File: src/design/kht_ram.sv
module kht_ram #(
    parameter  int WIDTH = 8,
    parameter  int DEPTH = 256,
    localparam int AW    = (DEPTH > 1) ? $clog2(DEPTH) : 1
) (
    input  logic             clk,
    input  logic             we,
    input  logic [AW-1:0]    waddr,
    input  logic [WIDTH-1:0] wdata,
    input  logic             re,
    input  logic [AW-1:0]    raddr,
    output logic [WIDTH-1:0] rdata
);

    logic [WIDTH-1:0] mem [DEPTH];
    logic [WIDTH-1:0] rdata_reg;

    always_ff @(posedge clk) begin
        if (we) begin
            mem[waddr] <= wdata;
        end
        if (re) begin
            rdata_reg <= mem[raddr];
        end
    end

    assign rdata = rdata_reg;

endmodule

File: config.mk
export PLATFORM = sky130hd
export DESIGN_NAME = kht_ram
export DESIGN_NICKNAME = d
export VERILOG_FILES = /design/src/design/kht_ram.sv
export SDC_FILE = /design/constraint.sdc
export NUM_CORES = 2
export LEC_CHECK = 0
export BUFFER_PORTS_ARGS = -buffer_cell sky130_fd_sc_hd__buf_2
export CAP_MARGIN = 20
export CORE_MARGIN = 2
export CORE_UTILIZATION = 35
export CTS_CLUSTER_DIAMETER = 60
export DETAILED_ROUTE_END_ITERATION = 10
export HOLD_SLACK_MARGIN = 0.03
export PLACE_DENSITY = 0.5
export SETUP_SLACK_MARGIN = 0.05
export SLEW_MARGIN = 0
export SYNTH_ARGS = -nofsm -noshare
export SYNTH_HDL_FRONTEND = slang
export SYNTH_SLANG_ARGS = --single-unit
File: constraint.sdc
create_clock -name clk -period 3.7 [get_ports clk]
set_input_delay 0.74 -clock clk [delete_from_list [all_inputs] [get_ports clk]]
set_output_delay 0.74 -clock clk [all_outputs]
set_load 0.01 [all_outputs]
After elaboration in Yosys (flattened, before gate mapping)

Memory sizes are Yosys's and may differ from the RTL's. A register that Yosys moved wholly into a read port is not among the register bits.
Cells that the tools add are included.

RAM bits: 2048
Output and inout bits: 8
Register bits after elaboration: 0
Memories kept: 1

Memory list:

| name | words | width | read ports | clocked after memory_dff | wr ports | line | RTL |
|---|---|---|---|---|---|---|---|
| mem  | 256   | 8     | 1          | 1                        | 1        | 15   | `logic [WIDTH-1:0] mem [DEPTH];` |

Mux-type cells: 2

Operators with widths:

| cell             | number |
|---|---|
| 1-bit 2-to-1 mux | 2 |

Longest topological paths before layout

Depth in word-level cells: 2
Gate-level depth with buffers: 11

Least setup slack after synthesis

Ideal clock, no wire load.

Kind: input to register
Start: input port raddr[0]
End: register rdata_reg[2], in the netlist rdata[2] (read register of mem) (data pin)
Path buffers: 4
Library setup time: 0.269 ns
Path slack: 0.884 ns
Stages on the path: 9
Required time: 3.431 ns
Arrival: 2.547 ns
Cell sequence: buf_6 -> buf_12 -> buf_8 -> buf_2 -> mux4_2 -> a22oi_1 -> a21oi_1 -> nor4_1 -> nor4_2

RTL lines:

| item        | line | RTL |
|---|---|---|
| from (decl) | 11   | `input logic [AW-1:0] raddr,` |
| to (decl)   | 16   | `logic [WIDTH-1:0] rdata_reg;` |

==> flow_summary.toml <==
[outcome]
status = "finished clean"

[layout]
final_util_pct = 41.2
drive_gt1_share_pct = 29.7
largest_register_ffs = 2048
fin_area_sq_mm = 0.0934
final_common_cell = "edfxtp_1"
finalNonFillerCells = 7435
area_growth_syn_to_layout_pct = 17.3
layout_common_cells = "edfxtp_1, mux4_2, buf_4, nor2_1, clkbuf_16"
nNetsFinal = 4267

[cts]
ctsHoldBuffers = 0
ctsResizeCount = 0
clk_latency_ns = 0.85
cts.sinks = 2056
clk_pin_slew_ns = 0.06
cts_setup_buffers = 0
cts-root-buf = "clkbuf_16"
numCtsBuffers = 213
cts_buffer_depth = 3
htree_num_levels = 4
cts_tree = "yes"

[job]
maxCapViolations = 0

[power_and_ir_drop]
power-per-cell-area_mw_per_mm2 = 525
p_leak_nw = 29.5
ir_worst_vdd_uv = 450

[die]
die_w_microns = 481
rows = 175
initial_core_util_pct = 35.1
core_area_sq_mm = 0.227
die_h_microns = 481
io_pins = 35
die_area_sq_mm = 0.231

[logic_synthesis]
ys_warn_count = 0
yosysUniqueCellTypes = 54
yosysSeqAreaShare_pct = 77.5
synth_area_leaders = "edfxtp_1, mux4_2, mux2i_1"
synthFlopType = "edfxtp_1"
ys_seq_elements = 2056
synth_area_sq_mm = 0.0796
synth-edff-count = 2056
syn-num-nets = 3760
syn-instance-count = 3733
synthArstFlopShare_pct = 0
avgSynthCellArea_sq_um = 21.3
synth_top_area_share_pct = 77.5
yosysTopAreaCell = "edfxtp_1"

[worst_setup_path]
cp.arrival_ns = 3.75
endpoint_kind = "register"
crit_path_start_kind = "input port"
crit_type = "input port to register"
critical_path_required_ns = 4.26
path_max_fanout = 31

[route]
antenna_left = 0
dr_total_vias = 39891
firstDrtPassIters = 7
postRouteWirelength_microns = 214000
post-route-drc-count = 0
drt_iter0_drc = 3927
wl_per_cell_microns = 28.8
via_per_inst = 5.37

[timing]
relSlewSlack_pct = 24.2
layout_min_cycle_time_ns = 3.19
finalCritPeriodShare_pct = 86.3
finalClockSkew_ns = 0.0447
finalSetupViolCount = 0
hold_viol = 0
fmax_ghz = 0.313
worst_slew_pin_slew_ns = 1.14
rsz0062_at_grt = "false"
finalMaxSlewViolations = 0

[min_path]
hold_path.class = "input port to register"

[global_route]
grt_pass1_vias = 40785
grt_overflow = 0
grt_pass1_wl_microns = 307000
antenna_found_initial = 16
grt_usage_pct = 18.5
grt_max_degree = 117

[placement]
dp_hpwl_microns = 138000
post_dp_cell_area_sq_mm = 0.0867
gp_congestion = 0.807
dp.cells = 7034
portBuffers = 34
[worst max-delay path, cell delays in order]
cell	delay [ns]
buf_8	0.18
buf_12	0.26
buf_12	0.28
mux4_2	0.54
a22oi_1	0.36
a21oi_1	0.14
buf_4	0.17
nor3_1	0.67
buf_4	0.26
nor4_2	0.05
[where the power goes]
part	internal [mW]	switching, mW	total [mW]
clock	11.8	9.01	20.8
sequential	25.7	0.0270	25.7
combinational	0.954	1.61	2.56
[per-stage QoR]
stage / setup WS [ns] / hold slack [ns] / TNS [ns] / power, mW
after floorplan: 0.884 / 0.839 / 0 / 27.4
after global placement: -0.718 / 1.17 / -1.79 / 28.8
after detailed placement: -0.345 / 1.16 / -1.24 / 28.8
after CTS: 0.571 / 0.257 / 0 / 49.6
after global routing: 0.368 / 0.269 / 0 / 50.6
final: 0.506 / 0.320 / 0 / 49.1
[cell families after synthesis]
kind of cell	after synthesis	share of synthesized area (%)
compound gates	385	3.42
buf+inv	235	1.83
flops	2056	77.5
mux	591	14.6
simple gates	466	2.63
[per-layer routing]
| metal | GRT usage, % | share of wire (%) | vias up |
|---|---|---|---|
| li1 | - | - | 16760 |
| met5 | 0 | 0.0033 | - |
| met3 | 2.51 | 4.4 | 294 |
| met2 | 30.2 | 49 | 1069 |
| met1 | 26.3 | 45 | 21766 |
| met4 | 4.40 | 2.2 | 2 |
[cells in the mapped netlist, types with 13 or more instances]
master and n:
mux4_2 454, a221oi_1 13, a211oi_1 16, buf_8 13, nand3_1 34, buf_4 27
o22ai_1 28, clkbuf_1 111, nor2b_1 31, buf_2 31, buf_1 22, mux2i_1 134
buf_6 21, nor2_1 282, nand2_1 33, nor3_1 22, a21oi_1 96, nor4_1 24
a22oi_1 133, edfxtp_1 2056, o221ai_1 46
[area by class of cell]
class | count | area [sq um]
diodes | 4 | 10.0
clock inverters | 148 | 1260
flip-flops and latches | 2056 | 61700
inverters | 2 | 7.51
repair buffers | 525 | 4620
multi-input cells | 1442 | 16500
well taps | 3009 | 3760
fillers | 19981 | 133000
clock buffers | 249 | 5510
[final timing paths]
kind / start / end / slack, ns / depth (start not counted)
setup / recovery: raddr[0] / rdata[2]$_DFFE_PP_ / 0.51 / 10
hold / removal: wdata[3] / mem[208][3]$_DFFE_PP_ / 0.32 / 1
hold reg to reg: mem[40][3]$_DFFE_PP_ / rdata[3]$_DFFE_PP_ / 1.22 / 7
setup reg to reg: mem[135][2]$_DFFE_PP_ / rdata[2]$_DFFE_PP_ / 0.80 / 8
No activity file was read; power rests on OpenSTA's default activity.
