## src/design/kht_pkg.sv

```systemverilog
package kht_pkg;

    localparam int INDEX_BITS_DEF  = 20;
    localparam int MAX_GENOMES_DEF = 256;

    localparam int KMER_W   = 64;
    localparam int GID_W    = 8;
    localparam int OUT_W    = 3;
    localparam int MATCH_W  = 9;
    localparam int HITS_W   = 32;
    localparam int UNIQUE_W = 21;

    // hash multipliers, only the low index bits are ever used
    localparam logic [63:0] HASH_C0 = 64'd1713137323;
    localparam logic [63:0] HASH_C1 = 64'd7341234131;
    localparam logic [63:0] HASH_C2 = 64'd371371377;
    localparam int          HASH_SH1 = 12;
    localparam int          HASH_SH2 = 24;

    localparam logic [UNIQUE_W-1:0] UNIQUE_MAX = {UNIQUE_W{1'b1}};
    localparam logic [HITS_W-1:0]   HITS_MAX   = {HITS_W{1'b1}};

    localparam logic ACT_INSERT = 1'b0;
    localparam logic ACT_QUERY  = 1'b1;

    localparam logic [1:0] ST_EMPTY = 2'd0;
    localparam logic [1:0] ST_OWNED = 2'd1;
    localparam logic [1:0] ST_COLL  = 2'd2;

    localparam logic [OUT_W-1:0] OUT_NEW     = 3'd0;
    localparam logic [OUT_W-1:0] OUT_MADE    = 3'd1;
    localparam logic [OUT_W-1:0] OUT_ALREADY = 3'd2;
    localparam logic [OUT_W-1:0] OUT_HIT     = 3'd3;
    localparam logic [OUT_W-1:0] OUT_MISS    = 3'd4;

    typedef struct packed {
        logic [1:0]        status;
        logic [KMER_W-1:0] key;
        logic [GID_W-1:0]  owner;
        logic [HITS_W-1:0] hits;
    } slot_entry_t;

    typedef struct packed {
        logic [OUT_W-1:0]    outcome;
        logic [MATCH_W-1:0]  match_id;
        logic [HITS_W-1:0]   hit_count;
        logic [UNIQUE_W-1:0] unique_count;
    } result_t;

    typedef struct packed {
        logic                slot_we;
        slot_entry_t         slot_data;
        logic                gen_we;
        logic [UNIQUE_W-1:0] gen_data;
        result_t             res;
    } update_t;

endpackage

```

## src/design/kht_update.sv

```systemverilog
module kht_update (
    input  logic                          action,
    input  logic [kht_pkg::KMER_W-1:0]    kmer,
    input  logic [kht_pkg::GID_W-1:0]     genome_id,
    input  logic                          gid_ok,
    input  kht_pkg::slot_entry_t          slot,
    input  logic [kht_pkg::UNIQUE_W-1:0]  gen_cnt,
    output kht_pkg::update_t              upd
);

    always_comb begin
        upd = '0;
        upd.slot_data   = slot;
        upd.res.outcome = kht_pkg::OUT_MISS;
        if (action == kht_pkg::ACT_INSERT) begin
            if (gid_ok) begin
                if (slot.status == kht_pkg::ST_EMPTY) begin
                    upd.slot_we          = 1'b1;
                    upd.slot_data.status = kht_pkg::ST_OWNED;
                    upd.slot_data.key    = kmer;
                    upd.slot_data.owner  = genome_id;
                    upd.slot_data.hits   = '0;
                    upd.gen_we           = 1'b1;
                    upd.gen_data         = (gen_cnt == kht_pkg::UNIQUE_MAX) ?
                                           gen_cnt : gen_cnt + 1'b1;
                    upd.res.outcome      = kht_pkg::OUT_NEW;
                    upd.res.unique_count = upd.gen_data;
                end else if (slot.status == kht_pkg::ST_OWNED) begin
                    upd.slot_we          = 1'b1;
                    upd.slot_data.status = kht_pkg::ST_COLL;
                    upd.gen_we           = 1'b1;
                    upd.gen_data         = (gen_cnt == '0) ? gen_cnt : gen_cnt - 1'b1;
                    upd.res.outcome      = kht_pkg::OUT_MADE;
                    upd.res.unique_count = upd.gen_data;
                end else begin
                    upd.res.outcome = kht_pkg::OUT_ALREADY;
                end
            end
        end else if (slot.status == kht_pkg::ST_OWNED && slot.key == kmer) begin
            upd.slot_we        = 1'b1;
            upd.slot_data.hits = (slot.hits == kht_pkg::HITS_MAX) ?
                                 slot.hits : slot.hits + 1'b1;
            upd.res.outcome    = kht_pkg::OUT_HIT;
            upd.res.match_id   = {1'b0, slot.owner} + 1'b1;
            upd.res.hit_count  = upd.slot_data.hits;
        end
    end

endmodule

```

## config.mk

```make
export PLATFORM = sky130hd
export DESIGN_NAME = kht_update
export DESIGN_NICKNAME = d
export VERILOG_FILES = /design/src/design/kht_pkg.sv /design/src/design/kht_update.sv
export SDC_FILE = /design/constraint.sdc
export NUM_CORES = 1
export LEC_CHECK = 0
export ABC_AREA = 0
export BUFFER_PORTS_ARGS = -buffer_cell sky130_fd_sc_hd__buf_2
export CAP_MARGIN = 0
export CORE_AREA = 4 4 150 152
export DETAILED_ROUTE_END_ITERATION = 16
export DIE_AREA = 0 0 154 156
export SETUP_SLACK_MARGIN = 0.2
export SLEW_MARGIN = 20
export SYNTH_ARGS = -nofsm -noshare
export SYNTH_HDL_FRONTEND = slang
export SYNTH_SLANG_ARGS = --single-unit
```

## constraint.sdc

```tcl
create_clock -name vclk -period 3.76
set_input_delay 0.752 -clock vclk [all_inputs]
set_output_delay 0.752 -clock vclk [all_outputs]
set_load 0.03 [all_outputs]
```

Word-level counts from Yosys, hierarchy flattened:

Cells that the tools add are included.

* register bits after elaboration: 0
* word-level logic and storage cells: 34

* add/sub/neg operators: 4
* equality and inequality tests: 4
* mux-type cells: 23
* reduce and logical (&&, ||, !) cells: 3

Operators with widths (count)
* 132-bit 2-to-1 mux: 1
* 21-bit 2-to-1 mux: 6
* 104-bit 2-to-1 mux: 1
* 32-bit 2-to-1 mux: 3
* 74-bit 2-to-1 mux: 1
* 64-bit equality test: 1
* 22-bit 2-to-1 mux: 2
* 44-bit 2-to-1 mux: 1
* 41-bit 2-to-1 mux: 1
* 32-bit by 1-bit adder with 32-bit output (second input constant): 1
* 32-bit equality test (second input constant): 1
* 25-bit 2-to-1 mux: 1
* 21-bit by 1-bit adder with 21-bit output (second input constant): 1
* 21-bit equality test (second input constant): 1
* 21-bit zero test: 1
* 21-bit by 1-bit subtractor with 21-bit output (second input constant): 1
* 8-bit by 1-bit adder with 9-bit output (second input constant): 1
* 3-bit 2-to-1 mux: 3
* 2-bit by 1-bit equality test with 1-bit output (second input constant): 1
* 2-bit zero test: 1
* 1-bit 2-to-1 mux: 2
* 2-bit 2-to-1 mux: 1
* 1-bit logical AND: 1

Logic depth before layout (Yosys ltp):

* depth after elaboration: 6
* gate-level depth with buffers: 10
* gate-level depth less buffers: 8

Least setup slack after synthesis:

OpenSTA, ideal clock, no wires.

* kind: input-to-output
* from: in gen_cnt[5] (netlist bit)
* to: out upd[74] (netlist bit)
* arrival time: 3540 ps
* data required time: 3008 ps
* path slack: -532 ps
* stages: 8
* path buffers: 3
* cell sequence: buf_6 -> or4_4 -> or3_1 -> buf_6 -> or3_1 -> xor2_1 -> a221oi_1 -> buf_4

RTL lines
* from (decl): RTL line kht_update.sv:7 `input logic [kht_pkg::UNIQUE_W-1:0] gen_cnt,`
* to (decl): RTL line kht_update.sv:8 `output kht_pkg::update_t upd`

==> key figures <==
Yosys
  – Area contributors post-synth: nand2_1 19%, xnor2_1 14%, o2bb2ai_1 5.3%
  – Top-area cell type share of the netlist area: 0.191
  – Mapped Nets: 1049
  – Cells after Synth: approximately 840
  – Mapped Area: 4810 um2
  – Synthesized area per cell: about 5.7 um2
  – Sequential area share after synthesis: 0
  – Yosys top cell by area: nand2_1
  – Synth cell types: 64
  – Ys Warns: 0

Routing
  – Detailed Route Iter0 Violations: about 420
  – Pre-antenna DRT Iters: 4
  – DRC viols: 0
  – Total number of vias: 7939
  – Vias per std cell: 5.12
  – Final wirelength: 29.4 mm
  – Routed Antenna Nets: 0
  – Routed WL per cell: between 15 and 20 um

Min path
  – Hold Crit Class: input port to output pin

Worst setup path
  – WP data arrival: about 2.9 ns
  – Setup crit end kind: output pin
  – Crit start category: input port
  – CP Max Fanout: 7
  – Req. time, crit path: 3.01 ns
  – Critical path class: input port to output pin

Layout
  – FFs & Latches: 0
  – Layout Area Growth over Synthesis: 101%
  – # fillers: 2105
  – FF+latch area: 0 um2
  – Nets: 1483
  – Finished Cell Area: 9660 um2
  – Post-Layout Cell Count: ~1600
  – Layout Utilization: 0.459
  – Share of layout cells above drive strength 1: 0.525
  – CLK BUF: 0

GRT
  – Total track usage: 0.212
  – Initial antenna violation count: 4
  – GRT met3 Usage: 0.0311
  – Met2 Usage GRT: 0.403
  – Gr ovfl total: 0
  – Vias in the first global route: 7678
  – First-pass GRT wire length: roughly 42 mm
  – Gr busiest metal: met2
  – Pin count of the biggest net entering global routing: 63
  – Met1 global-route usage: 0.246

Clocking
  – Hold Buf Count CTS: 0

Power and ir drop
  – Int Pwr: ~0.41 mW
  – Power density cells: between 100 and 150 nW/um2
  – Net Sw Frac: 0.606
  – Logic pwr share: 1.000
  – Sequential share of power: 0
  – Pleak: 4.37 nW
  – NetSw: 0.635 mW
  – Clk pwr share: 0
  – VDD IR max: 0.0000704 V

Timing
  – Slew HR: 0.634
  – RSZ-0062 raised after global routing: yes
  – Fin. Hold Viols: 0
  – Final setup fails: 0
  – Hold WS: 1.84 ns
  – Tmin final: 3.68 ns
  – Worst Max-Slew Pin Slew: 0.545 ns
  – Final worst path period share: 0.977
  – Max-slew violation count: 0
  – F_max: around 0.27 GHz

Placed design
  – Dpl cells: 1522
  – Placed inst area: 8190 um2
  – Post-DP HPWL: 23.7 mm
  – Number of port buffers: 395
  – Final Wtd Congestion: roughly 0.9

Floorplanning
  – Core Region: between 20000 and 25000 um2
  – Die area: roughly 24000 um2
  – Chip width: 154 um
  – Num ports: 395
  – Initial Utilization: 0.229
  – Die Y: between 150 and 200 um
  – Row count: 53

Run
  – Max_cap viols: 0

Outcome
  – Outcome: finished clean
==> final timing paths <==
path                      from        to  slack, ns  cells past startpoint
setup / recovery    gen_cnt[4]    upd[4]       0.08                     11
hold / removal    genome_id[7]  upd[126]       1.84                      4
==> per-stage QoR <==
step | TNS [ns] | power (mW) | setup slack, ns
floorplan | -0.190 | 0.544 | -0.121
global placement | -0.205 | 0.930 | -0.0613
detailed placement | -0.116 | 0.935 | -0.0503
CTS | 0 | 0.966 | 0.0852
global route | 0 | 1.11 | 0.0195
finish | 0 | 1.05 | 0.0849
==> layer usage <==
metal,routed length (um),vias up
li1,-,3812
met1,11000,3670
met2,15300,395
met3,2070,58
met4,937,4
met5,23,-
==> critical path, cell delays in order <==
cell	delay, ns
buf_6	0.09
or4_4	0.53
or3_4	0.39
o31ai_2	0.19
buf_4	0.17
buf_12	0.11
buf_6	0.09
nor2_4	0.03
nor3_2	0.14
and3b_2	0.26
buf_6	0.14
==> final cells by class <==
cell class                      instances  area [um2]  share of cell area
Multi-Input combinational cell        753        5720               0.592
Timing Repair Buffer                  503        3520               0.365
Tap cell                              275         344              0.0356
Inverter                               17        68.8             0.00712
Antenna cell                            3        7.51            0.000777
==> synthesized netlist by cell type (all sizes together) (11+ instances only) <==
| master | count |
|---|---|
| a21oi | 23 |
| and3 | 13 |
| buf | 27 |
| clkbuf | 44 |
| inv | 16 |
| nand2 | 245 |
| nand3 | 31 |
| nand4 | 39 |
| nor2 | 67 |
| nor2b | 26 |
| nor3 | 28 |
| nor4 | 22 |
| o21ai | 23 |
| o2bb2ai | 29 |
| or3 | 11 |
| xnor2 | 76 |
| xor2 | 23 |
==> logic make-up (layout without fill, tap and decap cells) <==
family,after synthesis,after routing,share of synthesized area
compound gates,130,130,0.199
xor+xnor,99,99,0.182
fa+ha+maj,7,7,0.0182
buf+inv,88,520,0.0887
mux,2,2,0.00416
other cells,0,3,0
simple gates,515,515,0.508
==> repair_timing <==
action,in CTS,in global routing
pin swaps,15,36
cloned,3,2
gates resized for setup,88,211
setup buffers,9,12
endpoints found under the hold margin,0,0
endpoints found under the setup margin,100,96
==> placed cells by master (no fill, tap or decap), types with 20 or more instances in the layout <==
| master | instances |
|---|---|
| buf_2 | 314 |
| buf_4 | 95 |
| buf_6 | 74 |
| nand2_1 | 242 |
| nand3_1 | 30 |
| nand4_1 | 39 |
| nor2_1 | 27 |
| nor2_4 | 24 |
| nor2b_1 | 25 |
| nor3_1 | 20 |
| o2bb2ai_4 | 26 |
| xnor2_1 | 66 |
==> power groups by stage <==
stage	Combinational [mW]	Clock (mW)	Sequential, mW
finish	1.05	0.000000107	0
detailed placement	0.935	0	0
global placement	0.930	0	0
global route	1.11	0.0000000715	0
CTS	0.966	0	0
floorplan	0.544	0	0
Note: power is estimated with default switching activity, not from simulation.
