### config.mk
export PLATFORM = sky130hd
export DESIGN_NAME = kht_hash
export DESIGN_NICKNAME = d
export VERILOG_FILES = /design/src/design/kht_pkg.sv /design/src/design/kht_hash.sv
export SDC_FILE = /design/constraint.sdc
export NUM_CORES = 1
export LEC_CHECK = 0
export ABC_AREA = 1
export BUFFER_PORTS_ARGS = -buffer_cell sky130_fd_sc_hd__clkbuf_2
export CAP_MARGIN = 20
export CORE_ASPECT_RATIO = 0.75
export CORE_MARGIN = 2
export CORE_UTILIZATION = 50
export CTS_CLUSTER_DIAMETER = 120
export DETAILED_ROUTE_END_ITERATION = 16
export GPL_ROUTABILITY_DRIVEN = 0
export PLACE_DENSITY = 0.7
export SLEW_MARGIN = 30
export SYNTH_ARGS = -nofsm -noshare
export SYNTH_HDL_FRONTEND = slang
export SYNTH_SLANG_ARGS = --single-unit
export TNS_END_PERCENT = 1
### constraint.sdc
create_clock -name aclk -period 6.9 [get_ports aclk]
set_clock_uncertainty 0.15 [all_clocks]
set_input_delay 0.69 -clock aclk [delete_from_list [all_inputs] [get_ports aclk]]
set_output_delay 0.69 -clock aclk [all_outputs]
set_load 0.02 [all_outputs]
### src/design/kht_pkg.sv
package kht_pkg;

    localparam int INDEX_BITS_DEF  = 20;
    localparam int MAX_GENOMES_DEF = 256;

    localparam int KMER_W   = 64;
    localparam int GID_W    = 8;
    localparam int OUT_W    = 3;
    localparam int MATCH_W  = 9;
    localparam int HITS_W   = 32;
    localparam int UNIQUE_W = 21;

    // hash multipliers, only the low index bits are ever used
    localparam logic [63:0] HASH_C0 = 64'd1713137323;
    localparam logic [63:0] HASH_C1 = 64'd7341234131;
    localparam logic [63:0] HASH_C2 = 64'd371371377;
    localparam int          HASH_SH1 = 12;
    localparam int          HASH_SH2 = 24;

    localparam logic [UNIQUE_W-1:0] UNIQUE_MAX = {UNIQUE_W{1'b1}};
    localparam logic [HITS_W-1:0]   HITS_MAX   = {HITS_W{1'b1}};

    localparam logic ACT_INSERT = 1'b0;
    localparam logic ACT_QUERY  = 1'b1;

    localparam logic [1:0] ST_EMPTY = 2'd0;
    localparam logic [1:0] ST_OWNED = 2'd1;
    localparam logic [1:0] ST_COLL  = 2'd2;

    localparam logic [OUT_W-1:0] OUT_NEW     = 3'd0;
    localparam logic [OUT_W-1:0] OUT_MADE    = 3'd1;
    localparam logic [OUT_W-1:0] OUT_ALREADY = 3'd2;
    localparam logic [OUT_W-1:0] OUT_HIT     = 3'd3;
    localparam logic [OUT_W-1:0] OUT_MISS    = 3'd4;

    typedef struct packed {
        logic [1:0]        status;
        logic [KMER_W-1:0] key;
        logic [GID_W-1:0]  owner;
        logic [HITS_W-1:0] hits;
    } slot_entry_t;

    typedef struct packed {
        logic [OUT_W-1:0]    outcome;
        logic [MATCH_W-1:0]  match_id;
        logic [HITS_W-1:0]   hit_count;
        logic [UNIQUE_W-1:0] unique_count;
    } result_t;

    typedef struct packed {
        logic                slot_we;
        slot_entry_t         slot_data;
        logic                gen_we;
        logic [UNIQUE_W-1:0] gen_data;
        result_t             res;
    } update_t;

endpackage

### src/design/kht_hash.sv
module kht_hash #(
    parameter int INDEX_BITS = kht_pkg::INDEX_BITS_DEF
) (
    input  logic                      aclk,
    input  logic [kht_pkg::KMER_W-1:0] kmer,
    output logic [INDEX_BITS-1:0]     index
);

    localparam logic [INDEX_BITS-1:0] C0 = kht_pkg::HASH_C0[INDEX_BITS-1:0];
    localparam logic [INDEX_BITS-1:0] C1 = kht_pkg::HASH_C1[INDEX_BITS-1:0];
    localparam logic [INDEX_BITS-1:0] C2 = kht_pkg::HASH_C2[INDEX_BITS-1:0];
    localparam int SH1 = kht_pkg::HASH_SH1;
    localparam int SH2 = kht_pkg::HASH_SH2;

    logic [INDEX_BITS-1:0] op0, op1, op2;
    logic [INDEX_BITS-1:0] p0_next, p1_next, p2_next;
    logic [INDEX_BITS-1:0] p0_reg, p1_reg, p2_reg;
    logic [INDEX_BITS-1:0] index_reg;

    // hash is taken mod 2^INDEX_BITS, so truncated operands suffice
    assign op0 = kmer[INDEX_BITS-1:0];
    assign op1 = kmer[SH1+INDEX_BITS-1:SH1];
    assign op2 = kmer[SH2+INDEX_BITS-1:SH2];

    assign p0_next = INDEX_BITS'(op0 * C0);
    assign p1_next = INDEX_BITS'(op1 * C1);
    assign p2_next = INDEX_BITS'(op2 * C2);

    always_ff @(posedge aclk) begin
        p0_reg    <= p0_next;
        p1_reg    <= p1_next;
        p2_reg    <= p2_next;
        index_reg <= INDEX_BITS'(p0_reg + p1_reg + p2_reg);
    end

    assign index = index_reg;

endmodule

# Word level (Yosys, flattened, before mapping)
# Cells that the tools add are included.
word_totals:
  regBits: 80
  latchBits: 0
  ramBits: 0
  mem_bits_ro: 0
  in_bits: 65
  output_inout_bits: 20
  word_cells: 9
  memories: 0
classes:
  n_addsub: 2
  n_mul: 3
  div_mod_pow: 0
  n_lt_le_gt_ge: 0
  eq_ne: 0
  shifts: 0
  n_mux: 0
  bitwise: 0
  reduce_logical: 0
ops:
  columns: ["cell", "count"]
  rows:
  - ["$add A20 B20 Y20", 2]
  - ["$mul A20 B18 Y20 const B", 2]
  - ["$mul A20 B19 Y20 const B", 1]

# Longest topological paths before layout
# Gate-level depths: netlist of run 1.
logic_depth:
  word_depth: 2
  depth_mapped: 26
  mapped_depth_nobuf: 26

# Least setup slack after synthesis of run 1
# OpenSTA, ideal clock, no wires.
synth_timing:
  path_type: "in2reg"
  startpoint: "input kmer[11] (netlist name)"
  endpoint: "register p0_reg[19]"
  setup_ps: 112
  arrival_time_ps: 4955
  t_required_ps: 6638
  path_slack_ps: 1683
  stages: 18
  path_buffers: 0
  cell_sequence: "ha_1 > inv_1 > fa_1 > fa_1 > fa_1 > fa_1 > fa_1 > fa_1 > inv_1 > ha_1 > nand2_1 > nor2_1 > a211oi_1 > o21ai_0 > nor2_1 > inv_1 > nand2_1 > nand2_1"
synth_via:
  elab_chain_len: 1
synth_rtl:
  columns: ["element", "line", "rtl"]
  rows:
  - ["start, declared", "kht_hash.sv:5", "input logic [kht_pkg::KMER_W-1:0] kmer,"]
  - ["$mul A20 B19 Y20", "kht_hash.sv:25", "assign p0_next = INDEX_BITS'(op0 * C0);"]
  - ["named net p0_next[19]", "kht_hash.sv:16", "logic [INDEX_BITS-1:0] p0_next, p1_next, p2_next;"]
  - ["end signal, assigned", "kht_hash.sv:30", "p0_reg <= p0_next;"]
  - ["end, declared", "kht_hash.sv:17", "logic [INDEX_BITS-1:0] p0_reg, p1_reg, p2_reg;"]
# The timed path passes the listed nets, and every way through them passes these cells.

# Worst setup path in the final report of run 1
layout_timing:
  startpoint: "input kmer[17] (netlist name)"
  endpoint: "register p1_reg[19]"
layout_via:
  elab_chain_len: 1
layout_rtl:
  columns: ["element", "line", "rtl"]
  rows:
  - ["$mul A20 B18 Y20", "kht_hash.sv:26", "assign p1_next = INDEX_BITS'(op1 * C1);"]
  - ["named net p1_next[19]", "kht_hash.sv:16", null]
  - ["end signal, assigned", "kht_hash.sv:31", "p1_reg <= p1_next;"]
  - ["end, declared", "kht_hash.sv:17", null]
# The timed path passes the listed nets, and every way through them passes these cells.

==> results of run 1 <==
==> kinds of logic (layout without fill, tap and decap cells) <==
group / Yosys count / after routing / share of synthesized area (%)
XOR/XNOR: 66 / 66 / 4.19
adder cells (fa/ha/maj): 494 / 494 / 56.5
flip-flops: 80 / 80 / 11.6
AND/OR/NAND/NOR: 363 / 363 / 11.0
buffers and inverters: 457 / 537 / 12.4
AO/OA/AOI/OAI: 107 / 107 / 4.33
==> worst paths after layout <==
path | start | to
min reg2reg | p1_reg[0] | index[0]
max | kmer[17] | p1_reg[19]
max reg2reg | p2_reg[1] | index[15]
min | p1_reg[0] | index[0]
==> metal layers <==
metal	global-route usage, %	wire length, um	vias to the layer above
met5	0	0	-
met4	2.08	90	0
met3	4.02	1610	7
met2	33.2	12700	185
met1	33.0	15500	4718
li1	-	-	4921
==> cell type report <==
class / count / area, sq um
clock inverter: 7 / 108
timing repair buffer: 64 / 320
multi-input combinational: 1030 / 10500
tap: 351 / 439
fill: 2448 / 12200
inverter: 457 / 1720
clock buffer: 9 / 225
sequential: 80 / 1600
==> metrics by stage <==
| stage | setup WS, ns | cells | hold slack (ns) |
|---|---|---|---|
| floorplan | 1.68 | 1567 | 0.399 |
| global placement | 1.10 | 1982 | 0.412 |
| detailed placement | 1.06 | 1982 | 0.433 |
| CTS | 1.41 | 1998 | 0.450 |
| global route | 1.08 | 1998 | 0.467 |
| finish | 1.32 | 1998 | 0.447 |
==> cells in the final DEF, fill, tap and decap left out, drive strengths merged, types with 2 or more instances in the layout <==
cell / count
nor2: 49
o21bai: 3
bufinv: 2
dfxtp: 80
inv: 461
ha: 279
xor2: 39
a31oi: 10
o21ai: 24
clkbuf: 73
xnor2: 27
o31ai: 2
nand3b: 12
a21o: 6
nand3: 50
fa: 215
nand2: 240
a21oi: 56
nor3: 3
nand4: 7
==> critical path, stage by stage <==
cell and delay (ns):
clkbuf_2 0.21, inv_1 0.22, fa_1 0.51, fa_1 0.52, inv_1 0.05, fa_1 0.48
fa_1 0.50, fa_1 0.49, inv_1 0.05, fa_1 0.48, inv_1 0.04, ha_1 0.37
nand2_1 0.14, nor2_1 0.17, nand4_1 0.12, nand3_1 0.19, nand2_1 0.08, nand2_1 0.10
inv_1 0.05, nand2_1 0.06, nand2_1 0.11
==> results.md, run 1 <==
* Result of the run: finished clean
* DR WL/cell at 15.0 um
* Drt pass-1 iters at 5
* Drt via density at 4.92
* Final instance area at 14900 sq um
* Tmin final at 5.58 ns
* Die area at 29000 sq um
* Most frequent cell after synthesis: inv_1
* Yosys top cell by area: fa_1
* Fmax at 179 MHz
* Startpoint type of the worst setup path: input pin
* Post-synth top area share at 31.2%
* Final setup violating endpoints at 0
* Cts hold-fix bufs at 0
* Reg2reg path depth at 10
* Clock-pin transition on the worst setup and hold timing paths at 0.07 ns
* Post-DP HPWL at 26700 um
* Register area share after synthesis at 11.6%
* Unrepaired setup endpoints after global routing: false
* H-Tree Level Count at 3
* Root Driver: clkbuf_16
* I/O pin cnt at 85
* CP max FO at 6
* Yosys warnings at 0
* Post-synth EDFFs at 0
* Die height at 148 um
* DRT iter0 DRCs at 495
* Vias in the first global route at 9914
* CTS Sinks at 80
* Instance count of the mapped netlist at 1567
* Resized cells post-CTS at 0
* Gr usage total at 21.7%
* Max_cap viols at 0
* Asr flop ratio synth at 0%
* Crit share post-route at 80.8%
* Worst min path class: reg -> reg
* Final Hold Viols at 0
* Post-synth top flop: dfxtp_1
* Hold Path Cell Cnt at 3
* Num CTS Buffers at 9
* Post-Route WL at 29900 um
* Final Util at 55.0%
* # Post-CTS Setup Buffers at 0
* Buffers on Ports at 64
* Synth Cell Area at 13800 sq um
* Post-synth top cells: inv_1, ha_1, nand2_1
* Crit path required time at 6.95 ns
* Syn Area/Cell at 8.81 sq um
* Crit path kind: in -> reg
* Synth-to-layout area growth at 7.91%
* Grt ovf at 0
* Row count at 52
* Reg2Reg Setup Slack at 4.09 ns
* Initial antenna violation count at 0
* CP endpoint kind: flop
* Largest net degree at the start of global routing at 17
* Max Slew Vio Count at 0
* Placed Area at 14600 sq um
* Worst skew pair latency at 0.34 ns
* Slew @ Worst Pin at 0.526 ns
* Die width at 196 um
* Via count at 9831
* Top cells by area, synth: fa_1, ha_1, inv_1, dfxtp_1, nand2_1
* Core Area at 27100 sq um
* First-pass GRT wire length at 49500 um
* Distinct cells, synth at 30
* Share of cells above drive strength 1 at 5.34%
* Yosys reg bits at 80
* Clk buf depth at 2
* # diodes at 0
* DRC at 0
* Setup TNS at 0 ns
* Fin nets at 2201
* Synthesized Nets at 2126
* Critical Path AT at 5.63 ns
* Final ANT Viol Nets at 0
* CTS tree: yes
* Max-slew headroom at 65.0%
* Initial Utilization at 51.0%
Power of run 1 is left out: the tool's default activity adds up to more than one toggle a clock period on the data nets, which glitch-free logic cannot reach.
==> inputs of run 2 (changes only) <==
PLACE_DENSITY = 0.72   (was 0.7)
clock period = 4.5 ns   (was 6.9 ns; I/O delays follow)
==> results.md, run 2 (synthesis gave the netlist of run 1 again) <==
* Buffers on Ports at 64 (unchanged)
* DR WL/cell at 15.3 um (was 15.0 um)
* CTS tree: yes (unchanged)
* Synth-to-layout area growth at 24.4% (was 7.91%)
* Row count at 52 (unchanged)
* Drt pass-1 iters at 5 (unchanged)
* Drt via density at 4.90 (was 4.92)
* Root Driver: clkbuf_16 (unchanged)
* Core Area at 27100 sq um (unchanged)
* Crit path kind: in -> reg (unchanged)
* Cts hold-fix bufs at 0 (unchanged)
* Crit path required time at 4.58 ns (was 6.95 ns)
* I/O pin cnt at 85 (unchanged)
* Fmax at 209 MHz
* Final ANT Viol Nets at 0 (unchanged)
* CTS Sinks at 80 (unchanged)
* PnR worst setup slack at -0.294 ns (was 1.32 ns)
* Max Slew Vio Count at 0 (unchanged)
* Die height at 148 um (unchanged)
* Largest net degree at the start of global routing at 14 (was 17)
* H-Tree Level Count at 3 (unchanged)
* Gr usage total at 24.1% (was 21.7%)
* Final setup violating endpoints at 17 (was 0)
* Crit path launch: kmer[13] (was kmer[17])
* Inst Count DP at 2194 (was 1982)
* Violated checks: setup timing
* Final Instance Count excl. Fillers at 2214 (was 1998)
* First-pass GRT wire length at 55200 um (was 49500 um)
* Clock-pin transition on the worst setup and hold timing paths at 0.06 ns (was 0.07 ns)
* Max-slew headroom at 69.3% (was 65.0%)
* Most common cell after layout, fill and taps aside: inv_1 (unchanged)
* Vias in the first global route at 11.2k (was 9914)
* CP endpoint kind: flop (unchanged)
* Unrepaired setup endpoints after global routing: true (was false)
* Die width at 196 um (unchanged)
* Startpoint type of the worst setup path: input pin (unchanged)
* Most frequent cells in the layout: inv_1, ha_1, nand2_1 (unchanged)
* Hold Startpoint: kmer[25] (was p1_reg[0])
* Post-DP HPWL at 29600 um (was 26700 um)
* Worst min path class: in -> reg (was reg -> reg)
* Post-Route WL at 33800 um (was 29900 um)
* Critical R2R Launch: p2_reg[1] (unchanged)
* Final Util at 63.4% (was 55.0%)
* Num CTS Buffers at 9 (unchanged)
* Slew @ Worst Pin at 0.457 ns (was 0.526 ns)
* Die area at 29000 sq um (unchanged)
* CP max FO at 3 (was 6)
* Via count at 10.9k (was 9831)
* Result of the run: complete, but fails checks (was finished clean)
* Share of cells above drive strength 1 at 20.8% (was 5.34%)
* Critical Path AT at 4.87 ns (was 5.63 ns)
* FILL cells at 2147 (was 2448)
* Clk buf depth at 2 (unchanged)
* Final Hold Viols at 0 (unchanged)
* Initial antenna violation count at 0 (unchanged)
* Grt ovf at 0 (unchanged)
* DRT iter0 DRCs at 603 (was 495)
* Fin nets at 2416 (was 2201)
* Pre-CTS setup slack at -0.800 ns (was 1.06 ns)
* Crit share post-route at 107%
* Max_cap viols at 0 (unchanged)
* Tmin final at 4.79 ns
* DRC at 0 (unchanged)
* Initial Utilization at 51.0% (unchanged)
* Worst skew pair latency at 0.34 ns (about the same)
## run 2: stage by stage
stage               setup TNS (ns)  hold slack, ns  cell area, sq um
floorplan                    -2.26           0.328             13900
global placement            -10.82           0.425             16200
detailed placement          -12.95           0.436             16200
CTS                          -2.02           0.276             17000
global route                 -5.43           0.288             17200
finish                       -2.09           0.285             17200
## run 2: timing repair
item,in CTS,in global routing
pin swaps,34,14
buffers inserted,3,0
resized for setup,76,31
cloned,0,0
setup endpoints to repair,22,25
## run 2: metal layers
metal | GRT usage [%] | share of wire (%) | vias up
met4 | 3.90 | 1.2 | 0
met1 | 35.6 | 50 | 5218
met2 | 38.0 | 44 | 251
met5 | 0 | 0 | -
li1 | - | - | 5354
met3 | 3.97 | 5.2 | 34
## run 2: final cells by class
class / count / area [sq um] / share of cell area [%]
sequential: 80 / 1600 / 9.33
clock inverter: 5 / 56.3 / 0.328
tap: 351 / 439 / 2.56
inverter: 457 / 1730 / 10.0
antenna: 1 / 2.50 / 0.0146
clock buffer: 11 / 233 / 1.36
multi-input combinational: 1030 / 11100 / 64.6
timing repair buffer: 279 / 2030 / 11.8
## run 2: worst paths after layout
path	to	slack, ns	cells past startpoint
worst max-delay path	p0_reg[19]	-0.29	18
worst min-delay path	p2_reg[1]	0.28	2
worst max register to register	index[15]	1.66	10
worst min register to register	index[0]	0.45	3
## run 2: critical path, stage by stage
cell,delay (ns)
clkbuf_16,0.13
ha_4,0.26
inv_2,0.03
fa_1,0.49
fa_1,0.53
fa_1,0.42
fa_1,0.53
fa_1,0.44
fa_1,0.51
inv_2,0.05
ha_4,0.28
nand2_4,0.07
nor2_4,0.14
nand4_1,0.12
nor2_2,0.19
nor2_2,0.07
nand3_1,0.09
nand2_1,0.06
Power of run 2 is left out for the same reason.
